[src/rtl/gtpr_pkg.sv]
// Shared constants, opcodes and the command format of the glyph text renderer.
// Used by the front, queue, back and top-level files; depends on nothing.
`timescale 1ns / 1ps

package gtpr_pkg;

  localparam int NUM_GLYPHS_DEF       = 256;
  localparam int MAX_GLYPH_WIDTH_DEF  = 8;
  localparam int MAX_GLYPH_HEIGHT_DEF = 8;
  localparam int QUEUE_DEPTH_DEF      = 2;

  localparam int OPCODE_W    = 2;
  localparam int CODE_W      = 21;
  localparam int ROW_IDX_W   = 3;
  localparam int ROW_BITS_W  = 8;
  localparam int COORD_W     = 12;
  localparam int GEOM_W      = 4;
  localparam int GLYPH_IDX_W = 16;
  localparam int IN_DATA_W   = 32;
  localparam int OUT_DATA_W  = 24;
  localparam int APB_ADDR_W  = 3;
  localparam int APB_DATA_W  = 32;

  localparam logic [COORD_W-1:0] MARGIN       = 12'd10;
  localparam logic [COORD_W-1:0] COORD_MAX    = 12'd4095;
  localparam logic [CODE_W-1:0]  NEWLINE_CODE = 21'd10;
  localparam logic [GEOM_W-1:0]  GEOM_RESET   = 4'd8;

  localparam logic REG_GLYPH_WIDTH  = 1'b0;
  localparam logic REG_GLYPH_HEIGHT = 1'b1;

  typedef enum logic [OPCODE_W-1:0] {
    OP_WRITE_ROW  = 2'd0,
    OP_START_PAGE = 2'd1,
    OP_DRAW       = 2'd2
  } opcode_t;

  typedef enum logic [2:0] {
    CMD_WRITE   = 3'd0,
    CMD_PAGE    = 3'd1,
    CMD_NEWLINE = 3'd2,
    CMD_SKIP    = 3'd3,
    CMD_DRAW    = 3'd4
  } cmd_kind_t;

  typedef struct packed {
    cmd_kind_t                kind;
    logic [GLYPH_IDX_W-1:0]   glyph;
    logic [ROW_IDX_W-1:0]     row;
    logic [ROW_BITS_W-1:0]    bits;
  } cmd_t;

endpackage

[src/rtl/gtpr_front.sv]
// Input side of the glyph text renderer: accepts transactions and turns them into commands.
// Depends on gtpr_pkg; feeds gtpr_fifo.
`timescale 1ns / 1ps

module gtpr_front #(
  parameter int NUM_GLYPHS       = gtpr_pkg::NUM_GLYPHS_DEF,
  parameter int MAX_GLYPH_HEIGHT = gtpr_pkg::MAX_GLYPH_HEIGHT_DEF
) (
  input  logic                           s_tvalid,
  output logic                           s_tready,
  input  logic [gtpr_pkg::IN_DATA_W-1:0] s_tdata,
  input  logic [gtpr_pkg::OPCODE_W-1:0]  s_tuser,
  input  logic                           clearing,
  input  logic                           q_full,
  output logic                           q_push,
  output gtpr_pkg::cmd_t                 q_data
);

  logic [gtpr_pkg::CODE_W-1:0]     code_point;
  logic [gtpr_pkg::ROW_IDX_W-1:0]  row_index;
  logic [gtpr_pkg::ROW_BITS_W-1:0] row_bits;
  logic                            glyph_ok;
  logic                            row_ok;
  logic                            keep;

  assign code_point = s_tdata[20:0];
  assign row_index  = s_tdata[23:21];
  assign row_bits   = s_tdata[31:24];

  assign glyph_ok = (32'(code_point) < NUM_GLYPHS);
  assign row_ok   = (32'(row_index) < MAX_GLYPH_HEIGHT);
  assign s_tready = !clearing && !q_full;

  always_comb begin
    q_data.glyph = code_point[gtpr_pkg::GLYPH_IDX_W-1:0];
    q_data.row   = row_index;
    q_data.bits  = row_bits;
    q_data.kind  = gtpr_pkg::CMD_SKIP;
    keep         = 1'b0;
    case (gtpr_pkg::opcode_t'(s_tuser))
      gtpr_pkg::OP_WRITE_ROW: begin
        q_data.kind = gtpr_pkg::CMD_WRITE;
        keep        = glyph_ok && row_ok;
      end
      gtpr_pkg::OP_START_PAGE: begin
        q_data.kind = gtpr_pkg::CMD_PAGE;
        keep        = 1'b1;
      end
      gtpr_pkg::OP_DRAW: begin
        keep = 1'b1;
        if (code_point == gtpr_pkg::NEWLINE_CODE) begin
          q_data.kind = gtpr_pkg::CMD_NEWLINE;
        end else if (glyph_ok) begin
          q_data.kind = gtpr_pkg::CMD_DRAW;
        end else begin
          q_data.kind = gtpr_pkg::CMD_SKIP;
        end
      end
      default: begin
        keep = 1'b0;
      end
    endcase
  end

  assign q_push = s_tvalid && s_tready && keep;

endmodule

[config.mk]
export PLATFORM = sky130hd
export DESIGN_NAME = gtpr_front
export DESIGN_NICKNAME = d
export VERILOG_FILES = /design/src/rtl/gtpr_pkg.sv /design/src/rtl/gtpr_front.sv
export SDC_FILE = /design/constraint.sdc
export NUM_CORES = 1
export LEC_CHECK = 0
export ABC_AREA = 1
export BUFFER_PORTS_ARGS = -buffer_cell sky130_fd_sc_hd__buf_4
export CORE_MARGIN = 2
export CORE_UTILIZATION = 30
export DETAILED_ROUTE_END_ITERATION = 7
export MAX_ROUTING_LAYER = met4
export PLACE_DENSITY = 0.9
export SLEW_MARGIN = 15
export SYNTH_ARGS = -nofsm -noshare
export SYNTH_HDL_FRONTEND = slang
export SYNTH_SLANG_ARGS = --single-unit
[constraint.sdc]
create_clock -name vclk -period 0.9
set_input_delay 0.135 -clock vclk [all_inputs]
set_output_delay 0.135 -clock vclk [all_outputs]
set_load 0.005 [all_outputs]
# Word level (Yosys, flattened, before mapping)
# Index checks and enable logic that the tools add are counted.
[totals]
ff_bits = 0
elab_cells = 15
[op_classes]
magnitude_cmp = 1
eq_ne = 3
mux = 4
reduce_logical = 7
[ops]
columns = ["cell", "n"]
rows = [
  ["$eq 21x4->1 const B", 1],
  ["$lt 21x9->1 const B", 1],
  ["$pmux 3 s3", 1],
  ["$mux 3", 2],
  ["$logic_and 1x1->1", 3],
  ["$eq 2x1->1 const B", 1],
  ["$eq 2x2->1 const B", 1],
  ["$logic_not 1->1", 2],
  ["$logic_not 2->1", 1],
  ["$pmux 1 s2", 1],
  ["$reduce_or 2->1", 1],
]

# Logic depth before layout (Yosys ltp)
[depth]
ltp_word = 4
ltp_mapped = 7
depth_no_buf = 7

# Least setup slack after synthesis
# No wires, ideal clock.
[synth_path]
path_type = "input -> output"
from = "in s_tdata[18] in the netlist's numbering"
to = "out q_push"
t_arrival_ps = 626
setup_slack_ps = 139
cell_stages = 5
cell_sequence = "nor2_1 nand2_1 nor2_4 nand3_2 a21oi_2"
[synth_between]
elab_chain_len = 3
[synth_rtl]
columns = ["item", "line_no", "text"]
rows = [
  ["start, declared", "gtpr_front.sv:11", "input logic [gtpr_pkg::IN_DATA_W-1:0] s_tdata,"],
  ["$lt 21x9->1", "gtpr_front.sv:30", "assign glyph_ok = (32'(code_point) < NUM_GLYPHS);"],
  ["$pmux 1 s2", "gtpr_front.sv:40", "case (gtpr_pkg::opcode_t'(s_tuser))"],
  ["$logic_and 1x1->1", "gtpr_front.sv:65", "assign q_push = s_tvalid && s_tready && keep;"],
  ["end, declared", "gtpr_front.sv:15", "output logic q_push,"],
]
# Every way passes these cells.

# Worst setup path in the final report
[layout_path]
from = "in s_tdata[20] in the netlist's numbering"
to = "out q_push"
# The elaborated chain is that of the path after synthesis.

==> flow_summary.json <==
{
  "leakage_nw": 0.388,
  "synth_top_family_by_area": "buffers and inverters",
  "die-area_mm2": 0.00177,
  "fin_crit_ps": 1000,
  "violations": "negative setup slack",
  "grt-ovfl-total": 0,
  "port_buffers": 47,
  "diodes": 0,
  "cp.arrival_ps": 870,
  "synth-adder-area-share": 0.115,
  "drtIter0Drc": 2,
  "seq_area_um2": 0,
  "worstHoldStart": "s_tdata[24]",
  "flops_and_latches": 0,
  "nClkBuffers": 0,
  "path_class": "in2out",
  "drt-total-wl_um": 974,
  "routabilityCongestion": 0.732,
  "fill_cells": 136,
  "die_w_um": 42.0,
  "cellPowerDensity_mw_per_mm2": 387,
  "worst_pin_slew_ps": 132,
  "synth_cell_types": 11,
  "comb_power_share": 1.000,
  "wire_per_inst_um": 8.94,
  "grt_pass1_vias": 423,
  "placed_cells": 108,
  "synth.avg_cell_area_um2": 6.12,
  "synth.yosys.warnings": 0,
  "rows": 13,
  "synth_area_um2": 434,
  "cp_max_fo": 3,
  "critPathLaunchType": "input pin",
  "grt_pass1_wl_um": 1480,
  "intPower_w": 0.000180,
  "final-hold-violation-count": 0,
  "drv_slew": 0,
  "wl_met1_um": 282,
  "finalNonFillerCells": 109,
  "yosys.area_share.simple": 0.311,
  "antenna_found_initial": 0,
  "track_usage": 0.0998,
  "p_sw_w": 0.0000957,
  "slew_headroom": 0.912,
  "cp-startpoint": "s_tdata[20]",
  "drive_gt1_frac": 0.670,
  "setup_viol": 4,
  "worst_slack_ps": -104,
  "hold_buffers": 0,
  "max_freq_ghz": 0.996,
  "core_mm2": 0.00133,
  "met2_length_um": 557,
  "start_util": 0.326,
  "die_height_um": 42.0,
  "grt_setup_unrepaired": "yes",
  "status": "finished with violations",
  "vdd_drop_max_mv": 0.175,
  "multi_input_area_um2": 239,
  "synthMuxAreaShare": 0,
  "grt_max_degree": 4,
  "synth_nets": 112,
  "drc": 0,
  "num_vias": 446,
  "nNetsFinal": 137,
  "antenna_left": 0,
  "firstDrtPassIters": 2,
  "min_path_type": "in2out",
  "route.met3.wl_um": 124,
  "syn_inst": 71,
  "swShare": 0.347,
  "highest_layer": "met4",
  "crit_path_end_kind": "primary output",
  "synth_compound_area_frac": 0.0202,
  "seqPwrFrac": 0,
  "min_period_over_period": 1.12,
  "synth_xor_xnor_area_share": 0,
  "power_frac_clock": 0,
  "via_per_inst": 4.09,
  "finalPower_w": 0.000275,
  "dpl.hpwl_um": 829,
  "syn_to_final_growth_pct": 64.0,
  "ys_seq_area_frac": 0,
  "crit_required_ps": 760,
  "pin_count": 69,
  "cap_viol_max_count": 0
}
[per-layer routing]
layer,global-route usage,up-vias
li1,-,227
met1,0.0846,191
met2,0.219,24
met3,0.0129,4
met4,0.0250,0
met5,-,-
[critical path: stages]
cell and delay, ps:
buf_6 100, nor2_4 90, nand2_2 70, nor2_4 140, nand3_2 90, a21oi_2 130, buf_4 110
[layout by cell type (no fill, tap or decap)]
master    n
buf_4    40
nor2_4    6
ha_1      4
nor2_2    1
and2_1    1
a21oi_2   1
buf_6     9
buf_8     1
nand3_2   2
nand2_2   3
nand3_1   1
nor2_1    6
nand2_1   9
inv_1    10
[path summary, 6_finish.rpt]
kind         to  cells after the start
max      q_push                      7
min   q_data[0]                      0
[power groups by stage]
stage	Combinational, W	Sequential [W]	Clock [W]
2_1_floorplan	0.000144	0	0
3_3_place_gp	0.000228	0	0
3_5_place_dp	0.000234	0	0
4_1_cts	0.000248	0	0
5_1_grt	0.000299	0	0
6_report	0.000275	0	0
[Yosys cell counts]
cell type,count,share of area
ha_1,4,0.12
and2_1,1,0.014
nor2_1,11,0.095
inv_1,10,0.086
nand2_1,12,0.10
buf_4,27,0.47
nor2_4,1,0.026
a21oi_2,1,0.020
nand3_2,2,0.046
nor2_2,1,0.014
nand3_1,1,0.012
[final cells by class]
type / instances / share of cell area
Tap cell: 15 / 0.0264
Multi-Input combinational cell: 34 / 0.336
Timing Repair Buffer: 50 / 0.585
Inverter: 10 / 0.0527
[stage by stage]
step / setup TNS [ps] / area (um^2) / util / worst slack (ps) / hold slack (ps)
floorplan: 0 / 434 / - / 139 / 304
global placement: -435 / 618 / 0.463 / -122 / 270
detailed placement: -510 / 618 / 0.463 / -137 / 270
CTS: -403 / 652 / 0.489 / -109 / 270
global route: -562 / 712 / 0.534 / -151 / 270
finish: -324 / 712 / 0.534 / -104 / 270
[logic make-up after synthesis]
| group | count (synthesis) |
|---|---|
| buf+inv | 37 |
| fa+ha+maj | 4 |
| compound gates | 1 |
| simple gates | 29 |
[repair_timing]
item | CTS | global route
buffers inserted | 1 | 0
endpoints found under the hold margin | 0 | 0
gates resized for setup | 7 | 17
pin swaps | 7 | 9
endpoints found under the setup margin | 4 | 4
Note: power is estimated with default switching activity, not from simulation.
