==> config.mk <==
export PLATFORM = sky130hd
export DESIGN_NAME = gtpr_fifo
export DESIGN_NICKNAME = d
export VERILOG_FILES = /design/src/rtl/gtpr_pkg.sv /design/src/rtl/gtpr_fifo.sv
export SDC_FILE = /design/constraint.sdc
export NUM_CORES = 1
export LEC_CHECK = 0
export BUFFER_PORTS_ARGS = -buffer_cell sky130_fd_sc_hd__buf_2
export CAP_MARGIN = 20
export CORE_UTILIZATION = 45
export CTS_BUF_LIST = sky130_fd_sc_hd__clkbuf_8
export DETAILED_ROUTE_END_ITERATION = 10
export PLACE_DENSITY = 0.71
export SETUP_SLACK_MARGIN = 0.4
export SYNTH_ARGS = -nofsm -noshare
export SYNTH_HDL_FRONTEND = slang
export SYNTH_SLANG_ARGS = --single-unit
==> constraint.sdc <==
create_clock -name clk -period 2.7 [get_ports clk]
set_clock_uncertainty 0.1 [all_clocks]
set_input_delay 0.405 -clock clk [delete_from_list [all_inputs] [get_ports clk]]
set_output_delay 0.405 -clock clk [all_outputs]
set_load 0.005 [all_outputs]
==> src/rtl/gtpr_pkg.sv <==
// Shared constants, opcodes and the command format of the glyph text renderer.
// Used by the front, queue, back and top-level files; depends on nothing.
`timescale 1ns / 1ps

package gtpr_pkg;

  localparam int NUM_GLYPHS_DEF       = 256;
  localparam int MAX_GLYPH_WIDTH_DEF  = 8;
  localparam int MAX_GLYPH_HEIGHT_DEF = 8;
  localparam int QUEUE_DEPTH_DEF      = 2;

  localparam int OPCODE_W    = 2;
  localparam int CODE_W      = 21;
  localparam int ROW_IDX_W   = 3;
  localparam int ROW_BITS_W  = 8;
  localparam int COORD_W     = 12;
  localparam int GEOM_W      = 4;
  localparam int GLYPH_IDX_W = 16;
  localparam int IN_DATA_W   = 32;
  localparam int OUT_DATA_W  = 24;
  localparam int APB_ADDR_W  = 3;
  localparam int APB_DATA_W  = 32;

  localparam logic [COORD_W-1:0] MARGIN       = 12'd10;
  localparam logic [COORD_W-1:0] COORD_MAX    = 12'd4095;
  localparam logic [CODE_W-1:0]  NEWLINE_CODE = 21'd10;
  localparam logic [GEOM_W-1:0]  GEOM_RESET   = 4'd8;

  localparam logic REG_GLYPH_WIDTH  = 1'b0;
  localparam logic REG_GLYPH_HEIGHT = 1'b1;

  typedef enum logic [OPCODE_W-1:0] {
    OP_WRITE_ROW  = 2'd0,
    OP_START_PAGE = 2'd1,
    OP_DRAW       = 2'd2
  } opcode_t;

  typedef enum logic [2:0] {
    CMD_WRITE   = 3'd0,
    CMD_PAGE    = 3'd1,
    CMD_NEWLINE = 3'd2,
    CMD_SKIP    = 3'd3,
    CMD_DRAW    = 3'd4
  } cmd_kind_t;

  typedef struct packed {
    cmd_kind_t                kind;
    logic [GLYPH_IDX_W-1:0]   glyph;
    logic [ROW_IDX_W-1:0]     row;
    logic [ROW_BITS_W-1:0]    bits;
  } cmd_t;

endpackage

==> src/rtl/gtpr_fifo.sv <==
// Short command queue between the front and back of the glyph text renderer.
// Depends on gtpr_pkg for the command format.
`timescale 1ns / 1ps

module gtpr_fifo #(
  parameter int DEPTH = gtpr_pkg::QUEUE_DEPTH_DEF
) (
  input  logic           clk,
  input  logic           rst,
  input  logic           push,
  input  gtpr_pkg::cmd_t din,
  output logic           full,
  input  logic           pop,
  output gtpr_pkg::cmd_t dout,
  output logic           empty
);

  localparam int PW = (DEPTH > 1) ? $clog2(DEPTH) : 1;
  localparam int CW = $clog2(DEPTH + 1);

  gtpr_pkg::cmd_t  entries [DEPTH];
  logic [PW-1:0]   wr_ptr;
  logic [PW-1:0]   rd_ptr;
  logic [CW-1:0]   count;
  logic            do_push;
  logic            do_pop;

  assign full    = (count == CW'(DEPTH));
  assign empty   = (count == '0);
  assign do_push = push && !full;
  assign do_pop  = pop && !empty;
  assign dout    = entries[rd_ptr];

  always_ff @(posedge clk) begin
    if (rst) begin
      wr_ptr <= '0;
      rd_ptr <= '0;
      count  <= '0;
    end else begin
      if (do_push) begin
        wr_ptr <= (wr_ptr == PW'(DEPTH - 1)) ? '0 : wr_ptr + 1'b1;
      end
      if (do_pop) begin
        rd_ptr <= (rd_ptr == PW'(DEPTH - 1)) ? '0 : rd_ptr + 1'b1;
      end
      if (do_push && !do_pop) begin
        count <= count + 1'b1;
      end else if (do_pop && !do_push) begin
        count <= count - 1'b1;
      end
    end
  end

  always_ff @(posedge clk) begin
    if (do_push) begin
      entries[wr_ptr] <= din;
    end
  end

endmodule

### Word-level counts from Yosys, hierarchy flattened

Memory sizes are Yosys's and may differ from the RTL's. A register that Yosys moved wholly into a read port is not among the register bits.
Index checks and enable logic that the tools add are counted.

* flip-flop bits (word level): 4
* bits in writable memories: 60
* bits of input ports: 34
* output and inout port bits: 32
* memories kept: 1

Memory list
* entries: words 2, bits a word 30, read ports 1, clocked after memory_dff 1, wr ports 1, line gtpr_fifo.sv:21 `gtpr_pkg::cmd_t entries [DEPTH];`

* add/sub/neg operators: 4
* equality and inequality tests: 1
* muxes and demuxes: 8
* reduce and logical (&&, ||, !) cells: 10

Operator list (number)
* $mux W1: 6
* $logic_and A1 B1 Y1: 4
* $logic_not A1 Y1: 4
* $mux W2: 2
* $add A1 B1 Y1 const B: 2
* $add A2 B1 Y2 const B: 1
* $eq A2 B2 Y1 const B: 1
* $logic_not A2 Y1: 1
* $reduce_bool A2 Y1: 1
* $sub A2 B1 Y2 const B: 1

### Depth between registers and ports, before layout

Gate-level depths: netlist of run 1.

* depth after elaboration: 7
* gate-level depth with buffers: 6

### Least setup slack after synthesis of run 1

OpenSTA, ideal clock, no wires.

* path kind: flip-flop to flip-flop
* start: reg count[1]
* end: mem entries[0][0] (netlist name) (enable)
* setup time: 385 ps
* data arrival time: 1410 ps
* slack: 805 ps
* cell stages (with the launch flop): 4
* period minus slack after synthesis: 1895 ps
* cells stage by stage: dfxtp_1 -> nor2b_2 -> or3_1 -> inv_1

* word-level cells in the longest chain between the ends: 5

RTL lines
* from (decl): line gtpr_fifo.sv:24 `logic [CW-1:0] count;`
* from (signal assigned): line gtpr_fifo.sv:47 `count <= count + 1'b1;`
* from (signal assigned): line gtpr_fifo.sv:49 `count <= count - 1'b1;`
* $eq A2 B2 Y1: line gtpr_fifo.sv:28 `assign full = (count == CW'(DEPTH));`
* via full: line gtpr_fifo.sv:12 `output logic full,`
* $logic_not A1 Y1: line gtpr_fifo.sv:30 `assign do_push = push && !full;`
* $logic_and A1 B1 Y1: line gtpr_fifo.sv:30
* $mux W1: line gtpr_fifo.sv:55 `if (do_push) begin`
* $mux W1 (not written as such): line gtpr_fifo.sv:56 `entries[wr_ptr] <= din;`
* to (decl): line gtpr_fifo.sv:21

The timed path passes the listed nets, and every way through them passes these cells.

==> results of run 1 <==
[worst register-to-register path, stage by stage (launching register included)]
cell and delay, ns:
dfxtp_1 0.34, nor2b_2 0.18, or3_1 0.34, inv_1 0.41, buf_12 0.24
[sequential cells by signal, indices dropped and copies added, names as in the netlist, named ones only]
| signal | cells |
|---|---|
| wr_ptr | 1 |
| entries | 60 |
| count | 2 |
| rd_ptr | 1 |
[cell usage after synthesis]
| library cell | instances | share of area |
|---|---|---|
| nor2_1 | 5 | 0.0079 |
| o21ai_0 | 3 | 0.0063 |
| inv_1 | 2 | 0.0032 |
| nor2b_2 | 1 | 0.0037 |
| ha_1 | 1 | 0.0053 |
| buf_2 | 3 | 0.0063 |
| and2_1 | 1 | 0.0026 |
| or3_1 | 2 | 0.0053 |
| a21oi_1 | 2 | 0.0042 |
| edfxtp_1 | 60 | 0.76 |
| xor2_1 | 3 | 0.011 |
| mux2_2 | 30 | 0.14 |
| dfxtp_1 | 5 | 0.042 |
[cell type report]
type | instances | area, sq um
Clock buffer | 9 | 124
Clock inverter | 6 | 76.3
Fill cell | 387 | 2090
Inverter | 2 | 7.51
Multi-Input combinational cell | 48 | 448
Sequential cell | 65 | 1900
Tap cell | 70 | 87.6
Timing Repair Buffer | 69 | 368
[cells by family (layout without fill, tap and decap cells)]
kind of cell	Yosys count	after routing
and+or+nand+nor	9	9
muxes	30	30
DFF	65	65
AOI/OAI and AO/OA	5	5
adders and majority gates	1	1
xor gates and xnor gates	3	3
buffers and inverters	5	86
[how the worst max path moves through the flow]
stage,startpoint,end,cells past startpoint
floorplan,count[1]$_SDFFE_PP0P_,entries[0][0]$_DFFE_PP_,3
global placement,flop,dout[29],3
detailed placement,flop,dout[22],3
CTS,flop,dout[22],3
global route,flop,dout[29],3
finish,flop,dout[22],3
[through the flow]
step | worst slack [ns] | hold slack, ns | power [uW]
final | 0.529 | 0.159 | 2800
after global routing | 0.431 | 0.136 | 2950
after CTS | 0.482 | 0.132 | 2840
after detailed placement | 0.687 | 0.403 | 2000
after global placement | 0.744 | 0.370 | 1970
after floorplan | 0.805 | 0.352 | 1720
[what timing repair did]
item                                    4_1_cts  5_1_grt
endpoints found under the setup margin       19        0
gates resized for setup                       1        0
hold endpoints to repair                      0        0
[layer usage]
layer  wire length [um]  part of all wire  vias to the layer above  GRT usage
met3                234             0.059                        6     0.0691
met1               1530              0.38                      621      0.159
met5                  0                 0                        -          0
met4                 59             0.015                        0      0.107
li1                   -                 -                      609          -
met2               2170              0.54                       44      0.268
[where the power goes]
group,switching [uW],internal [uW]
Clock,325,503
Sequential,70.0,1270
Combinational,289,340
Total,684,2110
==> load_flow_metrics.sql, run 1 <==
INSERT INTO impl_metrics (metric_group, metric, value, unit) VALUES
('status', 'run_status', 'complete, no violations', ''),
('sta', 'worst_slew_pin_slew', '0.521', 'ns'),
('die', 'boundaryPins', '66', ''),
('pwr', 'power_leakage', '0.00116', 'uW'),
('logic_synthesis', 'simple_gate_area_share_of_the_yosys_netlist', '0.0195', ''),
('finish', 'layout_commonest_cell', 'buf_2', ''),
('min_path', 'min_delay_src', 'din[2]', ''),
('detailed_routing', 'detailedRoute.firstIterationViolations', '85', ''),
('detailed_routing', 'via_count', '1280', ''),
('logic_synthesis', 'syn_area', '2370', 'sq um'),
('logic_synthesis', 'post_synthesis_cells', '118', ''),
('sta', 'setup_viol_count_final', '0', ''),
('logic_synthesis', 'yosysWarningCount', '0', ''),
('detailed_routing', 'final_antenna_net_count', '0', ''),
('finish', 'final_nets', '230', ''),
('min_path', 'hold_path_end', 'entries[0][2]$_DFFE_PP_', ''),
('finish', 'layoutNonFillerInstCount', '269', ''),
('die', 'initial_utilization', '0.464', ''),
('min_path', 'worst_hold_path.num_cells', '1', ''),
('cts', 'cts.sinks', '65', ''),
('die', 'die-area', '5570', 'sq um'),
('finish', 'final_core_utilization', '0.590', ''),
('die', 'floorplan.die.width', '74.6', 'um'),
('finish', 'layout-drive-gt1-share', '0.568', ''),
('pwr', 'peak_ir_drop_on_the_vdd_network', '0.584', 'mV'),
('job', 'max-cap-violations', '0', ''),
('global_route', 'grt_pass1_wl', '5930', 'um'),
('cts', 'htree_levels', '3', ''),
('cts', 'cts_buffers', '9', ''),
('detailed_routing', 'wirelength', '3990', 'um'),
('cts', 'worst_setup_hold_path_clk_slew', '0.07', 'ns'),
('setup_path', 'max_stage_delay', '0.49', 'ns'),
('setup_path', 'timing.critical_path.arrival', '1.67', 'ns'),
('setup_path', 'worstSetupEndpointType', 'primary output', ''),
('detailed_routing', 'route.detailed.drc', '0', ''),
('cts', 'cts.repair_timing.setup_buffer_count', '0', ''),
('logic_synthesis', 'synth_fa_ha_area_frac', '0.00527', ''),
('cts', 'worst_skew_pair.late_latency', '0.33', 'ns'),
('placed_design', 'placement.cell_area', '2810', 'sq um'),
('setup_path', 'crit-reg2reg-launch', 'count[1]$_SDFFE_PP0P_', ''),
('global_route', 'antenna_found_initial', '0', ''),
('sta', 'grt_setup_unrepaired', 'false', ''),
('pwr', 'cellPowerDensity', '928', 'nW/um^2'),
('setup_path', 'crit_chain', 'buf_4 -> mux2_2 -> buf_2', ''),
('finish', 'post-route-cell-area', '3010', 'sq um'),
('logic_synthesis', 'register_bit_count_reported_by_yosys', '65', ''),
('setup_path', 'slowest_stage_cell_cp', 'dfxtp_2', ''),
('global_route', 'globalRouteTotalUtil', '0.159', ''),
('setup_path', 'r2r.worst_path.cells', '4', ''),
('setup_path', 'worstReg2RegEnd', 'entries[0][18]$_DFFE_PP_', ''),
('logic_synthesis', 'synth_nets', '153', ''),
('sta', 'finalCriticalPeriod', '2.17', 'ns'),
('die', 'die_h', '74.6', 'um'),
('die', 'std_cell_rows', '26', ''),
('logic_synthesis', 'synth.avg_cell_area', '20.1', 'sq um'),
('logic_synthesis', 'mux_cell_area_share_after_synthesis', '0.142', ''),
('sta', 'timing.max_slew.rel_slack', '0.652', ''),
('cts', 'tritoncts_clock_tree', 'done', ''),
('global_route', 'grt_remaining_overflow', '0', ''),
('setup_path', 'criticalPathCategory', 'flop to primary output', ''),
('logic_synthesis', 'dominant_combinational_cell_family_by_area_after_synthesis', 'multiplexers', ''),
('sta', 'clock.fmax', '0.461', 'GHz'),
('setup_path', 'regToRegSetupSlack', '0.79', 'ns'),
('sta', 'final_worst_path_cycle_share', '0.804', ''),
('setup_path', 'critical_path_buf_inv_count', '2', ''),
('sta', 'timing.final.max_slew_violations', '0', ''),
('sta', 'final-hold-violation-count', '0', ''),
('detailed_routing', 'detail_route.wl_per_cell', '14.8', 'um'),
('placed_design', 'dp.final_hpwl', '2730', 'um'),
('detailed_routing', 'detail_route.vias_per_cell', '4.76', ''),
('logic_synthesis', 'sequential_share_of_the_synthesized_area', '0.802', '');
Note: power is estimated with default switching activity, not from simulation.
==> inputs of run 2 (changes only) <==
==> constraint.sdc (replaced) <==
create_clock -name clk -period 2.1 [get_ports clk]
set_clock_uncertainty 0.1 [all_clocks]
set_input_delay 0.315 -clock clk [delete_from_list [all_inputs] [get_ports clk]]
set_output_delay 0.315 -clock clk [all_outputs]
set_load 0.005 [all_outputs]
==> run 2 against run 1 <==
Utilization up 0.66 points. Critical endpoint is now dout[6]. Combinational power up 52%. Worst hold slack worse by 0.071 ns. Worst setup slack worse by 0.17 ns. Clock power down 2%. Non-clock buffer count up 2.
==> load_flow_metrics.sql, run 2 (synthesis gave the netlist of run 1 again) <==
INSERT INTO impl_metrics (metric_group, metric, value, unit) VALUES
('die', 'std_cell_rows', '26', ''),
('detailed_routing', 'route.detailed.drc', '0', ''),
('global_route', 'grt_max_degree', '31', ''),
('sta', 'final-hold-violation-count', '0', ''),
('setup_path', 'crit_chain', 'buf_8 -> mux2_2 -> buf_2', ''),
('detailed_routing', 'wirelength', '4080', 'um'),
('die', 'placeableCoreArea', '5110', 'sq um'),
('setup_path', 'max_stage_delay', '0.39', 'ns'),
('sta', 'timing.final.max_slew_violations', '0', ''),
('finish', 'multiInputGateArea', '454', 'sq um'),
('die', 'die-area', '5570', 'sq um'),
('setup_path', 'cpLargestDelayFamily', 'flip-flops', ''),
('finish', 'insertedDiodeCount', '0', ''),
('global_route', 'grt_remaining_overflow', '0', ''),
('cts', 'postCtsHoldBufs', '0', ''),
('cts', 'cts.sinks', '65', ''),
('sta', 'worst_slew_pin_slew', '0.398', 'ns'),
('sta', 'timing.max_slew.rel_slack', '0.735', ''),
('finish', 'most-common-layout-cells', 'buf_2, edfxtp_1, mux2_2', ''),
('setup_path', 'crit_path_max_fanout', '11', ''),
('global_route', 'globalRouteTotalUtil', '0.153', ''),
('sta', 'finalSetupTns', '0', 'ns'),
('cts', 'worst_skew_pair.late_latency', '0.31', 'ns'),
('setup_path', 'criticalPathCategory', 'flop to primary output', ''),
('setup_path', 'regToRegSetupSlack', '0.49', 'ns'),
('setup_path', 'worstSetupStartpointType', 'flop', ''),
('cts', 'tritoncts_clock_tree', 'done', ''),
('global_route', 'grt_pass1_wl', '5870', 'um'),
('die', 'boundaryPins', '66', ''),
('die', 'floorplan.die.width', '74.6', 'um'),
('cts', 'clockBufferDepth', '2', ''),
('die', 'initial_utilization', '0.464', ''),
('detailed_routing', 'detail_route.vias_per_cell', '4.72', ''),
('detailed_routing', 'detail_route.wl_per_cell', '15.0', 'um'),
('min_path', 'worst_hold_path.num_cells', '1', ''),
('finish', 'layout-drive-gt1-share', '0.589', ''),
('detailed_routing', 'final_antenna_net_count', '0', ''),
('finish', 'final_nets', '232', ''),
('placed_design', 'dpl_worst_slack', '0.309', 'ns'),
('detailed_routing', 'drt_pass1_iterations', '4', ''),
('setup_path', 'r2r.worst_path.cells', '5', ''),
('finish', 'syn2layout_area_growth', '28.5', '%'),
('cts', 'cts_buffers', '9', ''),
('cts', 'worst_setup_hold_path_clk_slew', '0.06', 'ns'),
('sta', 'grt_setup_unrepaired', 'true', ''),
('global_route', 'antenna_found_initial', '0', ''),
('placed_design', 'dp.final_hpwl', '2840', 'um'),
('detailed_routing', 'detailedRoute.firstIterationViolations', '50', ''),
('sta', 'final_critical_path_setup_slack', '0.361', 'ns'),
('placed_design', 'port_buffers', '65', ''),
('setup_path', 'worst-path-stages', '3', ''),
('pwr', 'power_leakage', '0.00116', 'uW'),
('finish', 'final-seq-area', '1910', 'sq um'),
('setup_path', 'critical_path_buf_inv_count', '2', ''),
('pwr', 'cellPowerDensity', '1140', 'nW/um^2'),
('sta', 'setup_viol_count_final', '0', ''),
('finish', 'largest_register_ff_count', '60', ''),
('finish', 'filler_cell_count', '403', ''),
('setup_path', 'worstSetupEndpointType', 'primary output', ''),
('global_route', 'first_global_vias', '1250', ''),
('sta', 'clock.fmax', '0.575', 'GHz'),
('detailed_routing', 'via_count', '1283', ''),
('cts', 'htree_levels', '3', ''),
('job', 'max-cap-violations', '0', ''),
('min_path', 'worst_hold_path_type', 'primary input to flop', ''),
('setup_path', 'timing.critical_path.arrival', '1.32', 'ns'),
('cts', 'cts_root_buffer', 'clkbuf_8', ''),
('finish', 'reg_top3', 'entries: 60 flops, count: 2 flops', ''),
('setup_path', 'timing.critical_path.required', '1.68', 'ns'),
('sta', 'final_worst_path_cycle_share', '0.828', ''),
('finish', 'largest-register', 'entries', ''),
('sta', 'finalCriticalPeriod', '1.74', 'ns'),
('finish', 'layout_commonest_cell', 'buf_2', ''),
('status', 'run_status', 'complete, no violations', ''),
('placed_design', 'routabilityCongestion', '0.775', ''),
('pwr', 'peak_ir_drop_on_the_vdd_network', '0.791', 'mV'),
('setup_path', 'slowest_stage_cell_cp', 'dfxtp_4', ''),
('die', 'die_h', '74.6', 'um');
-- run 2: repair_timing --
| item | CTS | global route |
|---|---|---|
| setup endpoints to repair | 47 | 61 |
| resized for setup | 5 | 6 |
| cloned | 0 | 1 |
| setup buffers | 1 | 0 |
-- run 2: area by class of cell --
| cell class | count | share of cell area |
|---|---|---|
| Clock buffer | 9 | 0.0406 |
| Clock inverter | 7 | 0.00985 |
| Inverter | 2 | 0.00369 |
| Multi-Input combinational cell | 48 | 0.149 |
| Sequential cell | 65 | 0.626 |
| Tap cell | 70 | 0.0287 |
| Timing Repair Buffer | 71 | 0.142 |
-- run 2: layer usage --
layer	GRT usage	vias to the layer above	wire, um
met3	0.0542	4	264
li1	-	615	-
met5	0	-	0
met1	0.167	621	1670
met4	0.0881	0	31
met2	0.257	43	2120
-- run 2: stage by stage --
stage	hold WS, ns	util	area, sq um	total power, uW	cells
2_1_floorplan	0.284	-	2380	2210	118
3_3_place_gp	0.372	0.552	2820	2540	254
3_5_place_dp	0.407	0.552	2820	2590	254
4_1_cts	0.0675	0.589	3010	3460	271
5_1_grt	0.0604	0.597	3050	3670	272
6_report	0.0884	0.597	3050	3480	272
-- run 2: where the power goes --
group	total [uW]	leakage, uW	switching (uW)	internal (uW)
clock network	810	0.0000902	406	405
logic	955	0.000471	423	532
registers	1720	0.000603	78.5	1640
-- run 2: worst reg2reg max path, cell delays in order, from the launching register on --
cell and delay [ns]:
dfxtp_2 0.36, nor2b_4 0.17, nor2_1 0.07, ha_1 0.34, or3_1 0.35, a21oi_1 0.14
-- run 2: path summary, 6_finish.rpt --
kind	from	to
min	din[2]	entries[0][2]$_DFFE_PP_
max reg2reg	count[1]$_SDFFE_PP0P_	count[1]$_SDFFE_PP0P_
min reg2reg	wr_ptr$_SDFFE_PP0P_	wr_ptr$_SDFFE_PP0P_
max	flop	dout[6]
==> inputs of run 3 (changes only) <==
==> constraint.sdc (replaced) <==
create_clock -name clk -period 1.7 [get_ports clk]
set_clock_uncertainty 0.1 [all_clocks]
set_input_delay 0.255 -clock clk [delete_from_list [all_inputs] [get_ports clk]]
set_output_delay 0.255 -clock clk [all_outputs]
set_load 0.005 [all_outputs]
==> run 3 against run 2 <==
The run now ends with negative setup slack left. Sequential share of layout area down 13 points. Critical path depth unchanged. Cell count up 15%. Global-route usage up 3.3 points. Critical path type unchanged. Worst hold slack worse by 0.069 ns.
==> load_flow_metrics.sql, run 3 (synthesis gave the netlist of run 1 again) <==
INSERT INTO impl_metrics (metric_group, metric, value, unit) VALUES
('setup_path', 'worstReg2RegEnd', 'entries[0][19]$_DFFE_PP_', ''),
('detailed_routing', 'via_count', '1543', ''),
('setup_path', 'timing.critical_path.required', '1.34', 'ns'),
('sta', 'finalSetupTns', '-0.208', 'ns'),
('sta', 'final-hold-violation-count', '0', ''),
('global_route', 'grt_max_degree', '21', ''),
('die', 'die_h', '74.6', 'um'),
('min_path', 'hold_path_end', 'entries[0][23]$_DFFE_PP_', ''),
('pwr', 'power_leakage', '0.00151', 'uW'),
('die', 'die-area', '5570', 'sq um'),
('sta', 'timing.final.max_slew_violations', '0', ''),
('min_path', 'min_delay_src', 'din[23]', ''),
('placed_design', 'dp.final_hpwl', '2690', 'um'),
('pwr', 'cellPowerDensity', '1460', 'nW/um^2'),
('die', 'initial_utilization', '0.464', ''),
('placed_design', 'routabilityCongestion', '0.723', ''),
('detailed_routing', 'detail_route.vias_per_cell', '4.91', ''),
('setup_path', 'r2r.worst_path.cells', '5', ''),
('finish', 'final_core_utilization', '0.756', ''),
('min_path', 'worst_hold_path_type', 'primary input to flop', ''),
('die', 'placeableCoreArea', '5110', 'sq um'),
('cts', 'cts_root_buffer', 'clkbuf_8', ''),
('sta', 'worst_slew_pin_slew', '0.201', 'ns'),
('setup_path', 'timing.critical_path.arrival', '1.38', 'ns'),
('global_route', 'first_global_vias', '1565', ''),
('finish', 'layout_commonest_cell', 'edfxtp_1', ''),
('status', 'failed_checks', 'negative setup slack', ''),
('placed_design', 'port_buffers', '65', ''),
('setup_path', 'regToRegSetupSlack', '0.13', 'ns'),
('finish', 'reg_top3', 'entries: 60 flops, count: 2 flops', ''),
('sta', 'clock.fmax', '0.578', 'GHz'),
('sta', 'final_worst_path_cycle_share', '1.02', ''),
('die', 'std_cell_rows', '26', ''),
('finish', 'largest_register_ff_count', '60', ''),
('cts', 'clockBufferDepth', '2', ''),
('detailed_routing', 'detail_route.wl_per_cell', '17.3', 'um'),
('global_route', 'grt_remaining_overflow', '0', ''),
('global_route', 'grt_pass1_wl', '7040', 'um'),
('pwr', 'peak_ir_drop_on_the_vdd_network', '1.14', 'mV'),
('min_path', 'worst_hold_path.num_cells', '1', ''),
('die', 'boundaryPins', '66', ''),
('cts', 'htree_levels', '3', ''),
('detailed_routing', 'drt_pass1_iterations', '4', ''),
('job', 'max-cap-violations', '0', ''),
('sta', 'grt_setup_unrepaired', 'true', ''),
('cts', 'worst_setup_hold_path_clk_slew', '0.07', 'ns'),
('setup_path', 'crit_path_max_fanout', '10', ''),
('finish', 'final_nets', '274', ''),
('finish', 'syn2layout_area_growth', '62.7', '%'),
('detailed_routing', 'detailedRoute.firstIterationViolations', '51', ''),
('setup_path', 'worstSetupEndpointType', 'primary output', ''),
('global_route', 'globalRouteTotalUtil', '0.186', ''),
('sta', 'setup_viol_count_final', '17', ''),
('global_route', 'antenna_found_initial', '0', ''),
('status', 'run_status', 'complete, but fails checks', ''),
('finish', 'insertedDiodeCount', '0', ''),
('detailed_routing', 'final_antenna_net_count', '0', ''),
('cts', 'tritoncts_clock_tree', 'done', ''),
('setup_path', 'worstSetupStartpointType', 'flop', ''),
('cts', 'cts_buffers', '9', ''),
('setup_path', 'crit-reg2reg-launch', 'count[1]$_SDFFE_PP0P_', ''),
('finish', 'layout-drive-gt1-share', '0.594', ''),
('detailed_routing', 'wirelength', '5430', 'um'),
('sta', 'whs', '0.0189', 'ns'),
('finish', 'most-common-layout-cells', 'edfxtp_1, buf_2, dlygate4sd3_1', ''),
('sta', 'timing.max_slew.rel_slack', '0.864', ''),
('pwr', 'power', '5650', 'uW'),
('detailed_routing', 'route.detailed.drc', '0', ''),
('sta', 'final_critical_path_setup_slack', '-0.0312', 'ns'),
('finish', 'multiInputGateArea', '559', 'sq um'),
('setup_path', 'criticalPathCategory', 'flop to primary output', ''),
('die', 'floorplan.die.width', '74.6', 'um'),
('cts', 'worst_skew_pair.late_latency', '0.34', 'ns'),
('sta', 'finalCriticalPeriod', '1.73', 'ns'),
('cts', 'cts.sinks', '65', ''),
('finish', 'final-seq-area', '1910', 'sq um'),
('finish', 'filler_cell_count', '300', ''),
('finish', 'largest-register', 'entries', '');
==> run 3: how the worst max path moves through the flow <==
stage	startpoint	to	cells past startpoint
2_1_floorplan	count[1]$_SDFFE_PP0P_	entries[0][0]$_DFFE_PP_	3
3_3_place_gp	count[0]$_SDFFE_PP0P_	count[1]$_SDFFE_PP0P_	4
3_5_place_dp	count[0]$_SDFFE_PP0P_	count[1]$_SDFFE_PP0P_	4
4_1_cts	flop	dout[23]	3
5_1_grt	flop	dout[15]	3
6_report	flop	dout[15]	3
==> run 3: stage by stage <==
step | area, sq um | instances | setup WS (ns)
finish | 3860 | 314 | -0.0312
global route | 3860 | 314 | -0.0701
CTS | 3610 | 309 | -0.0251
detailed placement | 2860 | 254 | 0.0722
global placement | 2860 | 254 | 0.164
floorplan | 2390 | 118 | 0.122
==> run 3: where the power goes <==
group          internal, uW  total, uW  switching, uW  leakage (uW)
clock network           973       1570            601      0.000115
registers              2030       2130           97.6      0.000603
logic                  1200       1950            747      0.000788
==> run 3: layer usage <==
| layer | vias to the layer above | share of wire | GRT usage |
|---|---|---|---|
| met3 | 12 | 0.052 | 0.0664 |
| met4 | 0 | 0.023 | 0.115 |
| li1 | 701 | - | - |
| met5 | - | 0 | 0 |
| met1 | 771 | 0.36 | 0.188 |
| met2 | 59 | 0.56 | 0.325 |
==> run 3: what timing repair did <==
| action | 4_1_cts | 5_1_grt |
|---|---|---|
| endpoints found under the setup margin | 93 | 95 |
| hold endpoints to repair | 54 | 0 |
| gates resized for setup | 21 | 31 |
| pin swaps | 7 | 6 |
| buffers inserted | 8 | 2 |
| hold buffers | 27 | 0 |
| gates cloned | 4 | 3 |
==> run 3: final cells by class <==
class,instances,area share
Clock buffer,9,0.0321
Clock inverter,7,0.0308
Inverter,2,0.00292
Multi-Input combinational cell,48,0.145
Sequential cell,65,0.495
Tap cell,70,0.0227
Timing Repair Buffer,113,0.272
==> run 3: worst max-delay path, cell delays in order, from the launching register on <==
cell	delay (ns)
dfxtp_4	0.39
buf_8	0.16
mux2_2	0.36
buf_2	0.13
